[src/design/rfc_pkg.sv]
// Shared types and constants for the response frame checker.
// Holds the item structs of both channels, control characters, status codes
// and the hex digit decoder. Depends on nothing.
package rfc_pkg;

	// Default cap on kept bytes per response
	localparam int MAX_BYTES_DEFAULT = 255;

	// Control characters of the response frame
	localparam logic [7:0] CH_STX  = 8'h02;
	localparam logic [7:0] CH_ETX  = 8'h03;
	localparam logic [7:0] CH_ACK  = 8'h06;
	localparam logic [7:0] CH_XOFF = 8'h18;
	localparam logic [7:0] CH_XON  = 8'h1A;

	// Status codes of the final item
	localparam logic [2:0] ST_OK_CONTENT = 3'd0;
	localparam logic [2:0] ST_OK_NONE    = 3'd1;
	localparam logic [2:0] ST_NO_ACK     = 3'd2;
	localparam logic [2:0] ST_SYNTAX     = 3'd3;
	localparam logic [2:0] ST_NO_XON     = 3'd4;
	localparam logic [2:0] ST_BAD_SUM    = 3'd5;
	localparam logic [2:0] ST_FRAMING    = 3'd6;

	// Item kinds
	localparam logic KIND_CONTENT = 1'b0;
	localparam logic KIND_STATUS  = 1'b1;

	typedef struct packed {
		logic [7:0] rx_byte;
		logic       end_of_chunk;
	} in_item_t;

	typedef struct packed {
		logic       kind;
		logic [7:0] content_byte;
		logic [2:0] status;
		logic [9:0] content_length;
		logic [7:0] computed_sum;
		logic [7:0] received_sum;
		logic       final_result;
	} out_item_t;

	// Up to two results caused by one accepted item, content first
	typedef struct packed {
		logic      has_content;
		logic      has_status;
		out_item_t content;
		out_item_t stat;
	} res_pair_t;

	// Hex digit decode: bit 4 flags a character that is not a hex digit
	function automatic logic [4:0] hex_decode(input logic [7:0] c);
		logic [4:0] r;
		r = 5'h10;
		if (c >= 8'h30 && c <= 8'h39) begin
			r = {1'b0, c[3:0]};
		end else if ((c >= 8'h41 && c <= 8'h46) || (c >= 8'h61 && c <= 8'h66)) begin
			r = {1'b0, c[3:0] + 4'd9};
		end
		return r;
	endfunction

endpackage

[src/design/response_frame_checker_top.sv]
// Top level of the response frame checker: byte channel in, result channel out.
// Instantiates rfc_parser and holds the four-entry result queue.
// Depends on rfc_pkg and rfc_parser.
//
// Usage:
// - octet_* carries one received byte per item, end_of_chunk set on the
//   final byte of a response. An item is taken when octet_valid is high and
//   octet_stall is low.
// - result_* carries results: a content item (kind 0) for each payload byte,
//   and one status item (kind 1, final_result 1) per response.
// - Latency: the results of a byte are offered on the cycle after it is
//   taken at the earliest, behind any results still queued; content before
//   status.
// - Throughput: one byte per cycle while octet_stall is low. The parser updates
//   flags, counter and sum per byte; a four-entry result queue decouples the two sides.
// - The final byte may cause two results, so it may take two queue entries;
//   octet_stall rises while fewer than two entries are free.
// - When the receiver stalls, the head result holds and the queue fills;
//   bytes keep flowing until fewer than two entries are free.
// - Reset clears the parser state and empties the queue. Parser state also
//   clears after every final byte, ready for the next response.
// - Bytes past MAX_BYTES in one response are dropped and mark it framing unless it fails on ACK, XOFF or XON first.
module response_frame_checker_top #(
	parameter int MAX_BYTES = rfc_pkg::MAX_BYTES_DEFAULT
) (
	input  logic               clk,
	input  logic               arst_n,
	input  logic               octet_valid,
	output logic               octet_stall,
	input  rfc_pkg::in_item_t  octet_item,
	output logic               result_valid,
	input  logic               result_stall,
	output rfc_pkg::out_item_t result_item
);

	localparam int DEPTH = 4;
	localparam int PTR_W = $clog2(DEPTH);
	localparam int CNT_W = $clog2(DEPTH + 1);

	rfc_pkg::out_item_t fifo_q [DEPTH];
	logic [PTR_W-1:0]   wr_ptr_q, rd_ptr_q;
	logic [CNT_W-1:0]   count_q;

	rfc_pkg::res_pair_t res;
	logic               take, pop;
	logic [1:0]         n_push;

	// Hold off new bytes unless two queue entries are free
	assign octet_stall = count_q > CNT_W'(DEPTH - 2);
	assign take        = octet_valid && !octet_stall;

	rfc_parser #(
		.MAX_BYTES(MAX_BYTES)
	) u_parser (
		.clk   (clk),
		.arst_n(arst_n),
		.take  (take),
		.item  (octet_item),
		.res   (res)
	);

	assign result_valid = count_q != '0;
	assign result_item  = fifo_q[rd_ptr_q];
	assign pop          = result_valid && !result_stall;
	assign n_push       = take ? ({1'b0, res.has_content} + {1'b0, res.has_status}) : 2'd0;

	// Queue storage: content first, status behind it
	always_ff @(posedge clk) begin
		if (take) begin
			if (res.has_content) begin
				fifo_q[wr_ptr_q] <= res.content;
				if (res.has_status) begin
					fifo_q[wr_ptr_q + PTR_W'(1)] <= res.stat;
				end
			end else if (res.has_status) begin
				fifo_q[wr_ptr_q] <= res.stat;
			end
		end
	end

	always_ff @(posedge clk or negedge arst_n) begin
		if (!arst_n) begin
			wr_ptr_q <= '0;
			rd_ptr_q <= '0;
			count_q  <= '0;
		end else begin
			wr_ptr_q <= wr_ptr_q + PTR_W'(n_push);
			if (pop) begin
				rd_ptr_q <= rd_ptr_q + PTR_W'(1);
			end
			count_q <= count_q + CNT_W'(n_push) - CNT_W'(pop);
		end
	end

`ifndef SYNTHESIS
	a_count_bound : assert property (@(posedge clk) disable iff (!arst_n)
		count_q <= CNT_W'(DEPTH))
		else $error("result queue overfilled");

	a_final_gives_result : assert property (@(posedge clk) disable iff (!arst_n)
		take && octet_item.end_of_chunk |=> result_valid)
		else $error("final byte left no result");

	a_status_is_final : assert property (@(posedge clk) disable iff (!arst_n)
		result_valid |-> (result_item.kind == result_item.final_result))
		else $error("status item and final mark disagree");

	a_content_clean : assert property (@(posedge clk) disable iff (!arst_n)
		result_valid && result_item.kind == rfc_pkg::KIND_CONTENT |->
		result_item.status == rfc_pkg::ST_OK_CONTENT &&
		result_item.content_length == '0)
		else $error("content item carries status fields");
`endif

endmodule

[src/design/rfc_parser.sv]
// Frame parser: per-response flags, length, sum and tail window.
// Produces the content and status results caused by one accepted item.
// Depends on rfc_pkg.
module rfc_parser #(
	parameter int MAX_BYTES = rfc_pkg::MAX_BYTES_DEFAULT
) (
	input  logic              clk,
	input  logic              arst_n,
	input  logic              take,
	input  rfc_pkg::in_item_t item,
	output rfc_pkg::res_pair_t res
);

	localparam int POS_W = $clog2(MAX_BYTES + 1);
	localparam int CMP_W = ((POS_W > 10) ? POS_W : 10) + 1;
	localparam logic [POS_W-1:0] MAX_POS = POS_W'(MAX_BYTES);

	logic [POS_W-1:0] pos_q, pos_n;
	logic             ack_q, ack_n, xoff_q, xoff_n, xon_q, xon_n;
	logic             first_q, first_n, third_q, third_n;
	logic [9:0]       len_q, len_n;
	logic             lenbad_q, lenbad_n;
	logic [7:0]       sum_q, sum_n;
	logic [23:0]      tail_q, tail_n;
	logic             ovf_q, ovf_n;

	logic       live, len_off, digit, take_content;
	logic [7:0] b, m2, m3, m4;
	logic [9:0] len_x10;
	logic [4:0] hi, lo;
	logic [2:0] st;
	logic       sum_fields;

	always_comb begin
		b       = item.rx_byte;
		live    = pos_q < MAX_POS;
		digit   = (b >= 8'h30) && (b <= 8'h39);
		len_off = live && (pos_q >= POS_W'(3)) && (pos_q <= POS_W'(5));
		len_x10 = {len_q[6:0], 3'b000} + {len_q[8:0], 1'b0};

		ack_n    = ack_q | (live && b == rfc_pkg::CH_ACK);
		xoff_n   = xoff_q | (live && b == rfc_pkg::CH_XOFF);
		xon_n    = xon_q | (live && b == rfc_pkg::CH_XON);
		first_n  = first_q | (live && pos_q == '0 && b == rfc_pkg::CH_ACK);
		third_n  = third_q | (live && pos_q == POS_W'(2) && b == rfc_pkg::CH_STX);
		len_n    = (len_off && digit) ? len_x10 + {6'd0, b[3:0]} : len_q;
		lenbad_n = lenbad_q | (len_off && !digit);

		// Pass a byte out while its offset lies inside the decoded length, after STX and a clean length field
		take_content = live && (pos_q >= POS_W'(6)) && third_q && !lenbad_q &&
			(CMP_W'(pos_q) < CMP_W'(len_q) + CMP_W'(6));
		sum_n  = sum_q + (take_content ? b : 8'd0);
		pos_n  = live ? pos_q + POS_W'(1) : pos_q;
		tail_n = live ? {tail_q[15:0], b} : tail_q;
		ovf_n  = ovf_q | !live;

		m2 = tail_n[15:8];
		m3 = tail_n[23:16];
		m4 = ovf_n ? 8'd0 : tail_q[23:16];
		hi = rfc_pkg::hex_decode(m4);
		lo = rfc_pkg::hex_decode(m3);

		sum_fields = 1'b0;
		if (!ack_n) begin
			st = rfc_pkg::ST_NO_ACK;
		end else if (xoff_n) begin
			st = rfc_pkg::ST_SYNTAX;
		end else if (!xon_n) begin
			st = rfc_pkg::ST_NO_XON;
		end else if (ovf_n || !first_n || tail_n[7:0] != rfc_pkg::CH_XON) begin
			st = rfc_pkg::ST_FRAMING;
		end else if (third_n && m2 == rfc_pkg::CH_ETX) begin
			if (lenbad_n || pos_n < POS_W'(6)) begin
				st = rfc_pkg::ST_FRAMING;
			end else begin
				sum_fields = 1'b1;
				if (hi[4] || lo[4] || {hi[3:0], lo[3:0]} != sum_n) begin
					st = rfc_pkg::ST_BAD_SUM;
				end else begin
					st = rfc_pkg::ST_OK_CONTENT;
				end
			end
		end else begin
			st = rfc_pkg::ST_OK_NONE;
		end

		res.has_content                 = take_content;
		res.content.kind                = rfc_pkg::KIND_CONTENT;
		res.content.content_byte        = b;
		res.content.status              = rfc_pkg::ST_OK_CONTENT;
		res.content.content_length      = '0;
		res.content.computed_sum        = '0;
		res.content.received_sum        = '0;
		res.content.final_result        = 1'b0;

		res.has_status                  = item.end_of_chunk;
		res.stat.kind                   = rfc_pkg::KIND_STATUS;
		res.stat.content_byte           = '0;
		res.stat.status                 = st;
		res.stat.content_length         = sum_fields ? len_n : 10'd0;
		res.stat.computed_sum           = sum_fields ? sum_n : 8'd0;
		res.stat.received_sum           = (sum_fields && !hi[4] && !lo[4]) ?
			{hi[3:0], lo[3:0]} : 8'd0;
		res.stat.final_result           = 1'b1;
	end

	// Advance state on each item; clear it after the final byte
	always_ff @(posedge clk or negedge arst_n) begin
		if (!arst_n) begin
			pos_q    <= '0;
			ack_q    <= 1'b0;
			xoff_q   <= 1'b0;
			xon_q    <= 1'b0;
			first_q  <= 1'b0;
			third_q  <= 1'b0;
			len_q    <= '0;
			lenbad_q <= 1'b0;
			sum_q    <= '0;
			tail_q   <= '0;
			ovf_q    <= 1'b0;
		end else if (take) begin
			if (item.end_of_chunk) begin
				pos_q    <= '0;
				ack_q    <= 1'b0;
				xoff_q   <= 1'b0;
				xon_q    <= 1'b0;
				first_q  <= 1'b0;
				third_q  <= 1'b0;
				len_q    <= '0;
				lenbad_q <= 1'b0;
				sum_q    <= '0;
				tail_q   <= '0;
				ovf_q    <= 1'b0;
			end else begin
				pos_q    <= pos_n;
				ack_q    <= ack_n;
				xoff_q   <= xoff_n;
				xon_q    <= xon_n;
				first_q  <= first_n;
				third_q  <= third_n;
				len_q    <= len_n;
				lenbad_q <= lenbad_n;
				sum_q    <= sum_n;
				tail_q   <= tail_n;
				ovf_q    <= ovf_n;
			end
		end
	end

endmodule
[config.mk]
export PLATFORM = sky130hd
export DESIGN_NAME = response_frame_checker_top
export DESIGN_NICKNAME = d
export VERILOG_FILES = /design/src/design/rfc_pkg.sv /design/src/design/response_frame_checker_top.sv /design/src/design/rfc_parser.sv
export SDC_FILE = /design/constraint.sdc
export NUM_CORES = 1
export LEC_CHECK = 0
export BUFFER_PORTS_ARGS = -buffer_cell sky130_fd_sc_hd__buf_2
export CORE_MARGIN = 2
export CORE_UTILIZATION = 67
export DETAILED_ROUTE_END_ITERATION = 8
export PLACE_DENSITY = 0.87
export SLEW_MARGIN = 20
export SYNTH_ARGS = -nofsm -noshare
export SYNTH_HDL_FRONTEND = slang
export SYNTH_SLANG_ARGS = --single-unit
[constraint.sdc]
create_clock -name clk -period 8.6 [get_ports clk]
set_clock_uncertainty 0.05 [all_clocks]
set_input_delay 0.86 -clock clk [delete_from_list [all_inputs] [get_ports clk]]
set_output_delay 0.86 -clock clk [all_outputs]
set_load 0.005 [all_outputs]
* Word-level counts from Yosys, hierarchy flattened *
Memories as Yosys holds them, arrays and structs flattened.
Cells that the tools add are included.

storage, ports and cells
  flip-flop bits (word level) = 64
  input port bits = 13
  memories kept = 1
  bits in writable memories = 156
  output and inout bits = 41

memory list
  memory  words  width  read ports  clocked after Yosys merged registers in  write ports  RTL line                          source
  fifo_q  4      39     1           0                                        2            response_frame_checker_top.sv:40  rfc_pkg::out_item_t fifo_q [DEPTH];

cells by class
  reduce and logical (&&, ||, !) cells = 44
  equality and inequality tests = 8
  $lt $le $gt $ge = 21
  add/subtract/negate cells = 13
  bitwise gates (word level) = 8
  muxes and demuxes = 48

operators with widths
  cell                                                                                 count
  8-bit 2-to-1 mux                                                                     7
  24-bit 2-to-1 mux                                                                    2
  39-bit 2-to-1 mux                                                                    1
  8-bit by 7-bit greater-or-equal comparator with 1-bit output, second input constant  4
  8-bit by 7-bit less-or-equal comparator with 1-bit output, second input constant     4
  10-bit 2-to-1 mux                                                                    3
  1-bit logical AND                                                                    27
  8-bit by 2-bit == test with 1-bit output, second input constant                      3
  8-bit by 6-bit greater-or-equal comparator with 1-bit output, second input constant  3
  8-bit by 6-bit less-or-equal comparator with 1-bit output, second input constant     3
  1-bit 2-to-1 mux                                                                     23
  3-bit 2-to-1 mux                                                                     7
  5-bit 2-to-1 mux                                                                     4
  8-bit by 5-bit == test with 1-bit output, second input constant                      2
  10-bit by 3-bit adder with 11-bit output, second input constant                      1
  8-bit by 11-bit less-than comparator with 1-bit output                               1
  10-bit adder                                                                         1
  10-bit by 4-bit adder with 10-bit output                                             1
  4-bit adder, second input constant                                                   2
  8-bit by 1-bit adder with 8-bit output, second input constant                        1
  8-bit adder                                                                          1
  8-bit by 3-bit == test with 1-bit output, second input constant                      1
  8-bit by 2-bit greater-or-equal comparator with 1-bit output, second input constant  1
  8-bit by 3-bit greater-or-equal comparator with 1-bit output, second input constant  1
  17 further kinds                                                                     38

* Longest topological paths before layout *
Gate-level depths: netlist of run 1.

  word-level depth = 19
  gate-level depth with buffers = 20

* Cells and area by module *
A second synthesis of run 1 with hierarchy kept.

second synthesis, totals
  cells, all modules = 1119
  area, all modules = 13180.1 µm²

modules (own cells, without submodules)
  module                      times used  cells an instance  seq. area each (µm²)  area each (µm²)
  response_frame_checker_top  1           500                4859.7                7943.9
  rfc_parser                  1           619                1426.4                5236.3

* Least setup slack after synthesis of run 1 *
Ideal clock, no wire load.

  kind = register -> register
  from = reg u_parser.len_q[1]
  to = mem fifo_q[1][27] (netlist name) (data pin)
  data arrival time = 4214 ps
  required time = 8279 ps
  cell stages (with the launch flop) = 19
  period minus slack after synthesis = 4536 ps
  setup slack = 4064 ps
  buffers on the path = 0
  cells stage by stage = dfrtp_1 -> inv_1 -> ha_1 -> nor2_1 -> xnor2_1 -> ha_1 -> and3_1 -> a31oi_1 -> o31a_1 -> and2_1 -> ha_1 -> fa_1 -> xor2_1 -> nor2_1 -> a211oi_1 -> o311ai_0 -> a2111o_1 -> nor4_4 -> o41ai_1

RTL lines
  element                 RTL line                          source
  start, declared         rfc_parser.sv:21                  logic [9:0] len_q, len_n;
  start signal, assigned  rfc_parser.sv:141                 len_q <= len_n;
  end, declared           response_frame_checker_top.sv:40

==> qor.csv, run 1 <==
metric,value,unit
status,completed,
Post-synth EDFFs,116,
count of input and output buffers,53,
Post-Syn Area per Cell,11.1,um^2
global route overflow,0,
Worst VDD drop,0.241,mV
clock root cell,clkbuf_16,
"commonest non-fill, non-tap cell in the layout",nor2_1,
initial core utilization,0.686,
Die W,135,um
clk buf depth,3,
Via density,6.77,
post-synthesis register bit count,216,
FF-to-FF path depth,15,
placed cell count,1259,
beginning of the critical path,u_parser.pos_q[0],
Post-CTS Setup Repair Bufs,0,
fraction of layout cells with a size suffix above 1,0.152,
slowest CP cell,a2111oi_0,
fmax,188,MHz
core area,16600,um^2
Worst Setup End Kind,register,
"Reg clk slew, reported paths",0.07,ns
Leak,4.94,nW
first-pass GRT wire length,46100,um
Reg2Reg Setup Slack,3.29,ns
GRT Total Usage,0.329,
Num CTS Buffers,22,
CP top delay family,compound AO/OA/AOI/OAI gates,
H-Tree Depth,1,
"Net Count, Synth",1088,
Worst setup endpoint,fifo_q[3][27],
row cnt,47,
gp weighted congestion,0.998,
worst hold stages,2,
drt initial violations,1075,
Clock Latency Late Sink,0.50,ns
crit path buf inv count,0,
crit path DAT,5.49,ns
Final period util,0.618,
CP startpoint kind,register,
setup TNS,0,ns
CP cell instances,ha_1 -> nand3_1 -> nor2_1 -> a2111oi_0 -> o31a_1 -> and2_1 -> ha_1 -> fa_1 -> xor2_1 -> nor2_1 -> a211oi_1 -> o311ai_0 -> a2111o_1 -> nor4_4 -> o41ai_1,
die area,18100,um^2
Slew HR,0.249,
TritonRoute pass-1 iters,5,
Gate Count Post-Synth,1026,
Vias,8788,
max_cap viols,0,
WL final,29300,um
fill count,1005,
Hold Crit Class,register to register,
peak fanout along the critical path,9,
final antenna-violating net count,0,
Post-Syn Area,11400,um^2
I/O Pins,54,
most frequent cells in the layout,"168 x nor2_1, 116 x edfxtp_1, 94 x nand2_1",
WL per Instance,22.6,um
Stages on worst setup path,15,
final setup fails,0,
Area Overhead vs Synth,10.2,%
hold_ws,0.409,ns
pre-CTS WS,3.42,ns
RSZ-0062 raised after global routing,false,
Ys Warns,0,
die height,135,um
Pwr Density,280,nW/um^2
fin crit period,5.31,ns
initial antenna violation count,0,
Pins Over Slew Limit,0,
final net count,1125,
post-synthesis cell type count,73,
Final Power,3.52,mW
Crit Path Class,register to register,
DRC,0,
CTS tree,yes,
ant diodes,0,
critical path required time,8.77,ns
FF-to-FF End,fifo_q[3][27],
Finished Layout Cells,1299,
post-route worst setup slack,3.29,ns
CTS sink count,216,
register area share after synthesis,0.508,
Hold Buf Count CTS,0,
"Hold Vio Cnt, Final",0,
vias in the first global route,8599,
PostCTS Resize Cnt,0,
"FFs w/ async S/R, synth",0.296,
reg-to-reg critical path startpoint,u_parser.pos_q[0],
largest net degree at the start of global routing,65,
DP HPWL,19100,um
Slew @ Worst Pin,1.12,ns
Main synth FF type,edfxtp_1,
delay of the slowest critical-path stage,0.86,ns
==> final cells by class <==
class / instances / area (um^2) / share of cell area
Tap cell: 220 / 275 / 0.0219
Inverter: 28 / 105 / 0.00835
Clock buffer: 29 / 628 / 0.0499
Clock inverter: 11 / 88.8 / 0.00706
Multi-Input combinational cell: 726 / 5290 / 0.421
Sequential cell: 216 / 5810 / 0.462
Timing Repair Buffer: 69 / 385 / 0.0306
==> cell usage after synthesis, types with 4 or more instances <==
| cell | instances | area, um^2 |
|---|---|---|
| or3_1 | 5 | 31.3 |
| inv_1 | 28 | 105 |
| fa_1 | 4 | 80.1 |
| a31oi_1 | 9 | 56.3 |
| o21ai_0 | 25 | 125 |
| o21bai_1 | 6 | 45.0 |
| a21o_1 | 5 | 37.5 |
| ha_1 | 45 | 563 |
| o311ai_0 | 4 | 35.0 |
| a31o_2 | 5 | 43.8 |
| a211oi_1 | 7 | 52.6 |
| dfxtp_1 | 36 | 721 |
| xor2_1 | 14 | 123 |
| buf_2 | 9 | 45.0 |
| mux2i_1 | 30 | 300 |
| edfxtp_1 | 116 | 3480 |
| nor2b_1 | 10 | 62.6 |
| nand3_1 | 13 | 65.1 |
| nand4_1 | 11 | 68.8 |
| a22o_1 | 33 | 289 |
| nor2_1 | 169 | 634 |
| mux2_2 | 5 | 56.3 |
| mux4_2 | 38 | 856 |
| nor3_1 | 15 | 75.1 |
| and2_1 | 17 | 106 |
| xnor2_1 | 23 | 201 |
| dfrtp_1 | 64 | 1600 |
| o41ai_1 | 8 | 70.1 |
| nand2b_1 | 10 | 62.6 |
| buf_1 | 6 | 22.5 |
| a21oi_1 | 42 | 210 |
| nor3b_1 | 11 | 82.6 |
| clkbuf_1 | 37 | 139 |
| o31ai_1 | 5 | 37.5 |
| nand2_1 | 94 | 353 |
==> state kept, by name, summed over array words and instances, names as in the netlist <==
name / flops
u_parser.sum_q: 8
u_parser.len_q: 10
fifo_q: 152
u_parser.ovf_q: 1
u_parser.third_q: 1
u_parser.lenbad_q: 1
u_parser.xon_q: 1
u_parser.xoff_q: 1
u_parser.first_q: 1
u_parser.ack_q: 1
u_parser.pos_q: 8
wr_ptr_q: 2
rd_ptr_q: 2
u_parser.tail_q: 24
count_q: 3
==> power breakdown <==
part | switching, mW | internal [mW]
Combinational | 0.596 | 0.506
Sequential | 0.192 | 1.28
Clock | 0.400 | 0.547
==> metal layers <==
| layer | part of all wire | GRT usage | vias to the layer above |
|---|---|---|---|
| met5 | 0 | 0 | - |
| met4 | 0.037 | 0.121 | 0 |
| met3 | 0.094 | 0.0511 | 106 |
| met2 | 0.49 | 0.549 | 561 |
| met1 | 0.38 | 0.443 | 4272 |
| li1 | - | - | 3849 |
==> cells by family (layout without fill, tap and decap cells) <==
family / count (synthesis) / count (layout) / share of synthesized area
mux: 73 / 73 / 0.106
fa+ha+maj: 49 / 49 / 0.0563
xor+xnor: 37 / 37 / 0.0284
compound gates: 189 / 189 / 0.117
buf+inv: 84 / 137 / 0.0297
flops: 216 / 216 / 0.508
simple gates: 378 / 378 / 0.154
==> tightest hold or removal path: cells and delay by family, from the launching register on <==
family	cells	cell delay (ns)
flip-flops	1	0.31
AND/OR/NAND/NOR	1	0.05
AO/OA/AOI/OAI	1	0.05
==> worst min path at each step <==
stage | start | to | slack (ns)
detailed placement | fifo_q[2][0] | fifo_q[2][0] | 0.39
global placement | fifo_q[0][0] | fifo_q[0][0] | 0.38
floorplan | fifo_q[2][0] | fifo_q[2][0] | 0.37
CTS | fifo_q[0][37] | fifo_q[0][37] | 0.41
finish | fifo_q[0][37] | fifo_q[0][37] | 0.41
global route | fifo_q[0][37] | fifo_q[0][37] | 0.42
==> per-stage QoR <==
step           utilization  instance area (um^2)
2_1_floorplan            -                 11400
4_1_cts              0.756                 12600
5_1_grt              0.756                 12600
6_report             0.756                 12600
3_3_place_gp         0.713                 11900
3_5_place_dp         0.713                 11900
(Power assumes the default switching activity.)
==> run 2: changes to the inputs <==
--- a/config.mk
+++ b/config.mk
@@ -7,9 +7,9 @@
 export LEC_CHECK = 0
 export BUFFER_PORTS_ARGS = -buffer_cell sky130_fd_sc_hd__buf_2
 export CORE_MARGIN = 2
-export CORE_UTILIZATION = 67
+export CORE_UTILIZATION = 56
 export DETAILED_ROUTE_END_ITERATION = 8
-export PLACE_DENSITY = 0.87
+export PLACE_DENSITY = 0.78
 export SLEW_MARGIN = 20
 export SYNTH_ARGS = -nofsm -noshare
 export SYNTH_HDL_FRONTEND = slang
==> constraint.sdc (replaced) <==
create_clock -name clk -period 4.45 [get_ports clk]
set_clock_uncertainty 0.05 [all_clocks]
set_input_delay 0.445 -clock clk [delete_from_list [all_inputs] [get_ports clk]]
set_output_delay 0.445 -clock clk [all_outputs]
set_load 0.005 [all_outputs]
==> qor.csv, run 2 (same netlist as run 1, synthesis figures left out) <==
metric,value,unit,change
status,"complete, but fails checks",,
violated checks,setup timing,,
fill count,1453,,+45%
"Reg clk slew, reported paths",0.06,ns,about the same
Via density,6.11,,-9.7%
CP startpoint kind,register,,
CTS tree,yes,,
biggest regs,"fifo_q x152, u_parser.tail_q x24, u_parser.len_q x10",,
count of input and output buffers,53,,unchanged
Final Power,6.91,mW,+96%
setup TNS,-0.109,ns,-0.109 ns
Hold Crit Class,input pin to register,,
WL per Instance,20.8,um,-8.0%
RSZ-0062 raised after global routing,true,,
Area Overhead vs Synth,16.4,%,
initial core utilization,0.568,,-0.118
Pwr Density,519,nW/um^2,+86%
I/O Pins,54,,unchanged
GRT Total Usage,0.273,,-0.0559
CTS sink count,216,,unchanged
crit path DAT,4.65,ns,-0.84 ns
final setup fails,7,,+7
Final period util,1.01,,+0.389
peak fanout along the critical path,8,,-1
fraction of layout cells with a size suffix above 1,0.217,,+0.0652
Reg2Reg Setup Slack,-0.03,ns,-3.32 ns
critical path required time,4.62,ns,-4.15 ns
Die W,147,um,+9.1%
WL final,29300,um,about the same
cell area after layout,13300,um^2,+5.7%
FF-to-FF path depth,20,,+5
Pins Over Slew Limit,0,,unchanged
final antenna-violating net count,0,,unchanged
row cnt,52,,+11%
Num CTS Buffers,23,,+4.5%
Crit Path Class,register to register,,
max_cap viols,0,,unchanged
die area,21500,um^2,+19%
drt initial violations,821,,-24%
fmax,223,MHz,+19%
die height,147,um,+9.1%
Vias,8630,,-1.8%
largest net degree at the start of global routing,39,,-40%
Worst Setup End Kind,register,,
gp weighted congestion,0.963,,-3.5%
first-pass GRT wire length,46500,um,+0.70%
placed cell count,1361,,+8.1%
fin crit period,4.48,ns,-0.832 ns
Slew @ Worst Pin,0.842,ns,-0.275 ns
most frequent cells in the layout,"166 x nor2_1, 116 x edfxtp_1, 93 x nand2_1",,
clock root cell,clkbuf_16,,
Clock Latency Late Sink,0.50,ns,about the same
ant diodes,0,,unchanged
initial antenna violation count,0,,unchanged
DP HPWL,19700,um,+3.0%
Leak,5.26,nW,+6.5%
fin util,0.661,,-0.0946
clk buf depth,3,,unchanged
"Hold Vio Cnt, Final",0,,unchanged
pre-CTS WS,-0.171,ns,-3.60 ns
placed cell areas,12300,um^2,+4.0%
worst hold stages,3,,+1
global route overflow,0,,unchanged
hold_ws,0.221,ns,-0.188 ns
max reg flops,152,,unchanged
Worst VDD drop,0.336,mV,+39%
final net count,1188,,+5.6%
"commonest non-fill, non-tap cell in the layout",nor2_1,,
post-route worst setup slack,-0.0294,ns,-3.32 ns
H-Tree Depth,1,,unchanged
Reg with most FFs,fifo_q,,
TritonRoute pass-1 iters,6,,+1
vias in the first global route,8572,,-0.31%
core area,20100,um^2,+21%
DRC,0,,unchanged
Finished Layout Cells,1412,,+8.7%
Slew HR,0.435,,+0.185
==> run 2: final timing paths <==
path | from | endpoint
worst min register to register | fifo_q[0][0] | fifo_q[0][0]
worst min-delay path | result_stall | rd_ptr_q[0]
min in group asynchronous | arst_n | u_parser.pos_q[7]
max in group asynchronous | arst_n | rd_ptr_q[0]
worst max register to register | u_parser.len_q[2] | fifo_q[1][27]
worst max-delay path | u_parser.len_q[2] | fifo_q[1][27]
==> run 2: layout make-up <==
| class | count | area (um^2) | share of cell area |
|---|---|---|---|
| sequential | 216 | 5810 | 0.437 |
| multi-input combinational | 726 | 5430 | 0.408 |
| timing repair buffer | 131 | 870 | 0.0654 |
| clock buffer | 31 | 616 | 0.0463 |
| tap | 270 | 338 | 0.0254 |
| clock inverter | 10 | 131 | 0.00988 |
| inverter | 28 | 105 | 0.00791 |
==> run 2: what timing repair did <==
action,CTS,global route
setup endpoints to repair,8,8
hold buffers,1,0
pin swaps,3,5
setup buffers,6,3
gates resized for setup,13,20
cloned,0,0
hold endpoints to repair,9,0
==> run 2: report_power, final <==
| group | internal [mW] | switching (mW) |
|---|---|---|
| clock network | 1.14 | 0.773 |
| logic | 1.04 | 1.12 |
| registers | 2.47 | 0.364 |
| total | 4.65 | 2.26 |
==> run 2: critical path, cell delays in order (launching register included) <==
cell      delay (ns)
dfrtp_1         0.42
inv_2           0.07
ha_4            0.18
nor2_4          0.12
xnor2_2         0.07
ha_1            0.32
and3_1          0.17
a31oi_1         0.12
o31a_1          0.28
and2_4          0.17
ha_4            0.17
fa_2            0.43
a21oi_2         0.17
o21bai_1        0.09
xor2_1          0.30
xor2_1          0.18
o311ai_1        0.12
a2111o_1        0.35
nor4_4          0.16
buf_6           0.17
o41ai_2         0.08
==> run 2: metal layers <==
layer | GRT usage | vias up | wire [um]
met5 | 0 | - | 0
met4 | 0.0680 | 0 | 581
met3 | 0.0425 | 44 | 2290
met2 | 0.455 | 365 | 14400
met1 | 0.381 | 4248 | 12000
li1 | - | 3973 | -
==> run 3: changes to the inputs <==
==> constraint.sdc (replaced) <==
create_clock -name clk -period 4.45 [get_ports clk]
set_clock_uncertainty 0.05 [all_clocks]
set_input_delay 0.6675 -clock clk [delete_from_list [all_inputs] [get_ports clk]]
set_output_delay 0.6675 -clock clk [all_outputs]
set_load 0.005 [all_outputs]
==> qor.csv, run 3 (same netlist as run 1, synthesis figures left out) <==
metric,value,unit,change
Final Power,6.84,mW,-0.97%
status,"complete, but fails checks",,
crit path DAT,4.64,ns,about the same
Reg2Reg Setup Slack,-0.00008,ns,+0.03 ns
fin util,0.655,,-0.00666
placed cell areas,12300,um^2,-0.55%
pre-CTS WS,-0.238,ns,-0.0665 ns
final net count,1177,,-0.93%
GR met2 Demand/Resource,0.435,,-0.0192
beginning of the critical path,u_parser.len_q[3],,
die height,147,um,unchanged
WL per Instance,20.6,um,-0.97%
WL final,28800,um,-1.6%
CP startpoint kind,register,,
initial antenna violation count,1,,+1
Die W,147,um,unchanged
violated checks,setup timing,,
most frequent cells in the layout,"166 x nor2_1, 116 x edfxtp_1, 94 x nand2_1",,
Hold Crit Class,input pin to async pin,,
biggest regs,"fifo_q x152, u_parser.tail_q x24, u_parser.len_q x10",,
grt met1 use,0.366,,-0.0148
initial core utilization,0.568,,unchanged
Pins Over Slew Limit,0,,unchanged
"Most Used Layer, Global Route",met2,,
gp weighted congestion,0.940,,-2.4%
drt initial violations,794,,-3.3%
clock root cell,clkbuf_16,,
vias in the first global route,8560,,-0.14%
largest net degree at the start of global routing,42,,+7.7%
fmax,225,MHz,+0.66%
fin crit period,4.45,ns,-0.0293 ns
fraction of layout cells with a size suffix above 1,0.209,,-0.00780
first-pass GRT wire length,45500,um,-2.0%
Final period util,1.00,,-0.00658
max reg flops,152,,unchanged
FF-to-FF path depth,21,,+5.0%
row cnt,52,,unchanged
Worst VDD drop,0.305,mV,-9.4%
Reg with most FFs,fifo_q,,
Leak,5.19,nW,-1.2%
Worst Setup End Kind,register,,
Crit Path Class,register to register,,
Area Overhead vs Synth,15.3,%,
post-route worst setup slack,-0.0000826,ns,+0.0293 ns
Slew HR,0.303,,-0.132
core area,20100,um^2,unchanged
CTS sink count,216,,unchanged
Pwr Density,520,nW/um^2,about the same
H-Tree Depth,1,,unchanged
met3 Resource Use GR,0.0484,,+0.00590
clk buf depth,3,,unchanged
GRT Total Usage,0.268,,-0.00503
TritonRoute pass-1 iters,7,,+1
DP HPWL,19400,um,-1.6%
CTS tree,yes,,
peak fanout along the critical path,8,,unchanged
final antenna-violating net count,0,,unchanged
"commonest non-fill, non-tap cell in the layout",nor2_1,,
I/O Pins,54,,unchanged
cell area after layout,13200,um^2,-1.0%
global route overflow,0,,unchanged
Via density,6.18,,+1.2%
Worst setup endpoint,fifo_q[1][27],,
Hold Buf Count CTS,0,,-1
"Hold Vio Cnt, Final",0,,unchanged
FF-to-FF End,fifo_q[1][27],,
DRC,0,,unchanged
reg-to-reg critical path startpoint,u_parser.len_q[3],,
count of input and output buffers,53,,unchanged
Slew @ Worst Pin,1.04,ns,+0.200 ns
critical path required time,4.64,ns,+0.02 ns
max_cap viols,0,,unchanged
"Reg clk slew, reported paths",0.06,ns,about the same
die area,21500,um^2,unchanged
final setup fails,1,,-6
Vias,8675,,+0.52%
setup TNS,-0.0000826,ns,+0.108 ns
Num CTS Buffers,23,,unchanged
Clock Latency Late Sink,0.52,ns,+0.02 ns
RSZ-0062 raised after global routing,true,,
## run 3: worst min-delay path by stage
| stage | start | to | slack, ns | cells past startpoint |
|---|---|---|---|---|
| final | arst_n | u_parser.xon_q | 0.23 | 1 |
| after global routing | arst_n | u_parser.xon_q | 0.31 | 1 |
| after CTS | arst_n | u_parser.xon_q | 0.26 | 1 |
| after detailed placement | fifo_q[2][0] | fifo_q[2][0] | 0.39 | 2 |
| after global placement | fifo_q[0][0] | fifo_q[0][0] | 0.38 | 2 |
| after floorplan | arst_n | count_q[0] | 0.32 | 0 |
## run 3: layout make-up
class | instances | area [um^2]
antenna | 1 | 2.50
clock buffer | 29 | 618
clock inverter | 13 | 103
fill | 1488 | 6940
inverter | 28 | 105
multi-input combinational | 726 | 5400
sequential | 216 | 5810
tap | 270 | 338
timing repair buffer | 120 | 785
## run 3: power by group
group	leakage (nW)	switching [mW]	internal, mW	total (mW)
Combinational	2.63	1.10	1.03	2.14
Sequential	2.21	0.397	2.47	2.86
Clock	0.346	0.794	1.05	1.84
## run 3: timing repair
| item | 4_1_cts | 5_1_grt |
|---|---|---|
| pin swaps | 7 | 2 |
| buffers inserted | 6 | 2 |
| resized for setup | 10 | 17 |
| setup endpoints to repair | 8 | 8 |
| cloned | 0 | 0 |
## run 3: worst max-delay path, cell delays in order (launching register included)
cell	delay [ns]
dfrtp_1	0.42
buf_4	0.17
nand2_1	0.08
nor2_2	0.05
xnor2_1	0.13
ha_1	0.32
nand4_1	0.11
nand3_1	0.09
a31oi_1	0.05
o31a_1	0.25
and2_1	0.16
ha_2	0.19
fa_2	0.42
a21oi_2	0.19
o21bai_1	0.09
xor2_1	0.26
xor2_1	0.19
o311ai_1	0.12
a2111o_1	0.40
nor4_4	0.15
buf_6	0.18
o41ai_1	0.09
## run 3: routing by layer
layer,up-vias,routed length [um]
li1,3949,-
met1,4267,11700
met2,385,13800
met3,74,2440
met4,0,908
met5,-,0
## run 3: metrics by stage
step	hold WS [ns]	std cells
final	0.234	1403
after global routing	0.314	1402
after CTS	0.264	1400
after detailed placement	0.389	1352
after global placement	0.378	1352
after floorplan	0.322	1026
